<file path="src/vt4_pkg.sv">
// ----------------------------------------------------------------------------
// vt4_pkg
// Shared types and constants of the 4x4 vertex transform.
// ----------------------------------------------------------------------------
package vt4_pkg;

	localparam int FRAC_BITS_DEF = 16;
	localparam int NUM_PAIRS     = 8;
	localparam int IDX_W         = $clog2(NUM_PAIRS);
	localparam int CFG_W         = 64;
	localparam int Q_W           = 32;
	localparam int PROD_W        = 2 * Q_W;
	localparam int PAIR_W        = PROD_W + 1;
	localparam int SUM_W         = PROD_W + 2;

	localparam logic signed [Q_W-1:0] Q_MAX = {1'b0, {(Q_W-1){1'b1}}};
	localparam logic signed [Q_W-1:0] Q_MIN = {1'b1, {(Q_W-1){1'b0}}};

	typedef logic signed [Q_W-1:0] q_t;
	typedef q_t [3:0]              vec4_t;
	typedef q_t [15:0]             mat_t;

	typedef struct packed {
		logic s1;
		logic s2;
		logic s3;
	} pipe_en_t;

endpackage

</file>
<file path="src/vt4_cfg_regs.sv">
// ----------------------------------------------------------------------------
// vt4_cfg_regs
// Matrix storage, column-major, written two entries per register.
// ----------------------------------------------------------------------------
module vt4_cfg_regs
	import vt4_pkg::*;
#(
	parameter int FRAC_BITS = FRAC_BITS_DEF
) (
	input  logic             clk,
	input  logic             arst_n,
	input  logic             cfg_we,
	input  logic [IDX_W-1:0] cfg_index,
	input  logic [CFG_W-1:0] cfg_data,
	output mat_t             mat
);

	localparam q_t ONE  = q_t'(1) << FRAC_BITS;
	localparam q_t ZERO = '0;

	// identity: entries 15, 10, 5 and 0
	localparam mat_t MAT_ID = {ONE, {4{ZERO}}, ONE, {4{ZERO}}, ONE, {4{ZERO}}, ONE};

	mat_t mat_q;

	always_ff @(posedge clk or negedge arst_n) begin
		if (!arst_n) begin
			mat_q <= MAT_ID;
		end else if (cfg_we) begin
			mat_q[{cfg_index, 1'b0}] <= cfg_data[Q_W-1:0];
			mat_q[{cfg_index, 1'b1}] <= cfg_data[CFG_W-1:Q_W];
		end
	end

	assign mat = mat_q;

endmodule

</file>
<file path="config.mk">
export PLATFORM = sky130hd
export DESIGN_NAME = vt4_cfg_regs
export DESIGN_NICKNAME = d
export VERILOG_FILES = /design/src/vt4_pkg.sv /design/src/vt4_cfg_regs.sv
export SDC_FILE = /design/constraint.sdc
export NUM_CORES = 1
export LEC_CHECK = 0
export ABC_AREA = 0
export BUFFER_PORTS_ARGS = -buffer_cell sky130_fd_sc_hd__buf_2
export CAP_MARGIN = 20
export CORE_MARGIN = 2
export CORE_UTILIZATION = 32
export DETAILED_ROUTE_END_ITERATION = 10
export GPL_ROUTABILITY_DRIVEN = 0
export SLEW_MARGIN = 20
export SYNTH_ARGS = -nofsm -noshare
export SYNTH_HDL_FRONTEND = slang
export SYNTH_SLANG_ARGS = --single-unit
</file>
<file path="constraint.sdc">
create_clock -name clk -period 1.9 [get_ports clk]
set_input_delay 0.38 -clock clk [delete_from_list [all_inputs] [get_ports clk]]
set_output_delay 0.38 -clock clk [all_outputs]
set_load 0.01 [all_outputs]
</file>
==> results.txt <==
For this run, the detailed router's first-pass iteration total came to 4. In this run the count of I/O pins placed on the die edge is 582. The final number of hold-violating endpoints came out at 0. For the final database, setup skew stands at 0 ns. The number of input and output port buffers inserted is 581. Detailed placement ended at an HPWL of 38.6 mm.

For this run, the post-layout net count is approximately 1,800. The combined buffer and inverter count along the critical path came out at 1. The worst slew margin relative to its limit came out at 0.691. The count of vias placed by the detailed router is approximately 12,000.

The cell family contributing the most delay on the critical path is flip-flops. The count of H-tree levels built during CTS came out at 2. The clock period could shrink to 1.64 ns. The critical path capture point type is an output pin. On the worst path, the slowest cell contributes a delay of 0.53 ns.

The core outline area came out at 61,600 sq um. At the placement stage, the worst setup path has a slack of approximately 0.10 ns. The maximum ir drop on the vdd rail came out at 0.716 mV. In the finished design, the share of the clock period the worst path needs comes to 0.863. The number of synthesis warnings came out at 0. For this run, design rule violations remaining after detail routing come to 0. The fraction of synthesized cell area taken by the top area cell type came out at 0.638.

Static timing analysis puts the maximum clock frequency at ~610 MHz. The number of global-route vias before repair was ~13,000. The unique cell type count in the Yosys netlist is 13. The share of post-route cells with drive strength above 1 is 0.706. Once placement finished, the instance area stood at 24,100 sq um. The insertion delay of the later-clocked pin in the worst-skew pair came out at 0.58 ns. The average size of a mapped cell is 18.3 sq um. The detail route stage leaves a number of antenna-violating nets equal to 0.

The worst setup path is of the register to output pin kind. STA puts the critical path data arrival time at 1.26 ns. The maximum buffer depth of the clock tree came out at 3. The sort of element at the start of the critical path is a register.

The data required time of the worst path came out at 1.52 ns. Compared with the post-synthesis result, the final layout area differs by 30.7%. The sequential-to-total area share from yosys stat is 0.643.

The run finished with clean final reports. Of the total power, the share spent switching nets is 0.280. The clock transition at the registers of the reported paths came out at around 0.060 ns. In the layout the commonest cells are sky130_fd_sc_hd__buf_2 (580), sky130_fd_sc_hd__dfrtp_1 (508), sky130_fd_sc_hd__mux2_2 (327). Excluding fillers, the count of instances in the completed layout stands at 2,615.

The transition at the pin with the smallest max-transition slack came out at 0.464 ns. The leftover overflow at the end of global routing is 0. The slowest stage of the critical path is the sky130_fd_sc_hd__dfstp_2 cell.

The maximum fanout along the worst path is 2. The initial standard-cell utilization of the core came out at 0.324. The number of placed instances, taps included, is about 2,500. The cell area after layout came out at 26,000 sq um. In this run the power density over the cells is 1290 nW/um^2. The cell accounting for the most synthesized area is sky130_fd_sc_hd__dfrtp_1.

The register with the most flip-flops in the layout has 512 of them. The first global-routing pass estimated between 80 and 90 mm of wire. The initial antenna violation count is 1. The pin count of the biggest net entering global routing came out at 72. The number of CTS-inserted buffers came out at 55. The share of total power dissipated in sequential elements is 0.435. The setup slack after layout is about 0.26 ns. The setup TNS is 0 ns. The detailed router's first-iteration violation count is 410. The final count of negative-setup-slack endpoints came out at 0. Counting every net in the synthesized netlist gives 1,157. The area of the die came out at around 64,000 sq um. For this block, the routed nets add up to 55.2 mm of wire. The max capacitance violation total is 0.

The clock net in this run drives a total of 512 sinks. Setup repair after global routing left no endpoint under its margin. The worst hold slack came out at between 0.1 and 0.15 ns. The post-synth design cell area is approximately 20,000 sq um. In this run the horizontal extent of the chip is 254 microns. Leaving out fill and tap cells, the most frequent cell in the layout is sky130_fd_sc_hd__buf_2. By area the synthesized netlist is led by sky130_fd_sc_hd__dfrtp_1 (64%), sky130_fd_sc_hd__mux2_2 (18%), sky130_fd_sc_hd__mux2_4 (14%), sky130_fd_sc_hd__buf_8 (1.8%), sky130_fd_sc_hd__buf_4 (0.72%). The part of the total power dissipated in combinational logic is 0.231. The min-delay analysis places its worst path in the category input port to register.

The cell-internal power came out at 24.2 mW. The root buffer cell chosen for the clock tree is sky130_fd_sc_hd__clkbuf_16. Using the TritonRoute via totals, the vias-per-cell ratio works out to roughly 4.5. The total global-route track usage is 0.167. The switching power came out at 9.41 mW. The share of total power in the clock network came out at 0.334. Dividing the detail-routed wire length by the instance count gives 21.1 microns. After clock tree synthesis, the repair step resized 0 gates.

The die span in y is around 250 microns. The final count of pins violating max slew is 0. TritonCTS built the clock tree. The flip-flop and latch count after synthesis came out at 512. The signal on the critical path passes through buf_2. Synthesis produced 1,087 cells. The number of placement rows came out at 91. Summed over all cells, the static leakage comes to roughly 13 nW.
==> Yosys cell counts <==
library cell               number
sky130_fd_sc_hd__mux2_1         5
sky130_fd_sc_hd__nand4_2        1
sky130_fd_sc_hd__buf_4         19
sky130_fd_sc_hd__buf_6          3
sky130_fd_sc_hd__dfstp_2        4
sky130_fd_sc_hd__buf_8         24
sky130_fd_sc_hd__nand4b_1       3
sky130_fd_sc_hd__and4bb_1       3
sky130_fd_sc_hd__dfrtp_1      508
sky130_fd_sc_hd__mux2_4       180
sky130_fd_sc_hd__mux2_2       327
sky130_fd_sc_hd__nor4b_2        1
sky130_fd_sc_hd__buf_2          9
==> metal layers <==
| metal | global-route usage | wire length (microns) |
|---|---|---|
| met1 | 0.210 | 22600 |
| met2 | 0.276 | 26800 |
| met3 | 0.0484 | 4090 |
| met4 | 0.0563 | 1630 |
| met5 | 0 | 0 |
==> area by class of cell <==
cell class / instances / area [sq um]
flip-flops and latches: 512 / 12800
multi-input cells: 520 / 6560
repair buffers: 644 / 3680
clock inverters: 24 / 283
clock buffers: 77 / 1650
fillers: 5607 / 35600
well taps: 837 / 1050
diodes: 1 / 2.50
==> what timing repair did <==
action | 4_1_cts | 5_1_grt
buffers inserted | 0 | 0
hold endpoints to repair | 16 | 0
hold buffers | 1 | 0
==> kinds of logic after synthesis <==
family,after synthesis,share of synthesized area
buffers and inverters,55,0.0292
and+or+nand+nor,8,0.00458
DFF,512,0.643
muxes,512,0.323
==> power by group through the flow <==
stage / Combinational [mW] / Clock [mW] / Sequential (mW)
floorplan: 2.76 / 0 / 15.8
global placement: 7.75 / 0 / 14.7
detailed placement: 7.86 / 0 / 14.8
CTS: 7.88 / 11.5 / 14.6
global route: 8.28 / 12.0 / 14.9
finish: 7.75 / 11.2 / 14.6
==> worst paths after layout <==
check	slack, ns	end	startpoint	cells after the start
worst min register to register	0.49	mat[452]$_DFFE_PN0P_	mat[452]$_DFFE_PN0P_	1
worst min-delay path	0.14	mat[152]$_DFFE_PN0P_	cfg_data[24]	2
worst max-delay path	0.26	mat[176]	mat[176]$_DFFE_PN1P_	1
min in group asynchronous	0.32	mat[384]$_DFFE_PN0P_	arst_n	2
max in group asynchronous	0.84	mat[423]$_DFFE_PN0P_	arst_n	3
worst max register to register	1.09	mat[131]$_DFFE_PN0P_	mat[131]$_DFFE_PN0P_	1
==> stage by stage <==
stage,total power [mW],utilization
after global routing,35.2,0.423
after floorplan,18.6,-
final,33.6,0.423
after CTS,34.0,0.423
after global placement,22.4,0.391
after detailed placement,22.6,0.391
(Power assumes the default switching activity.)
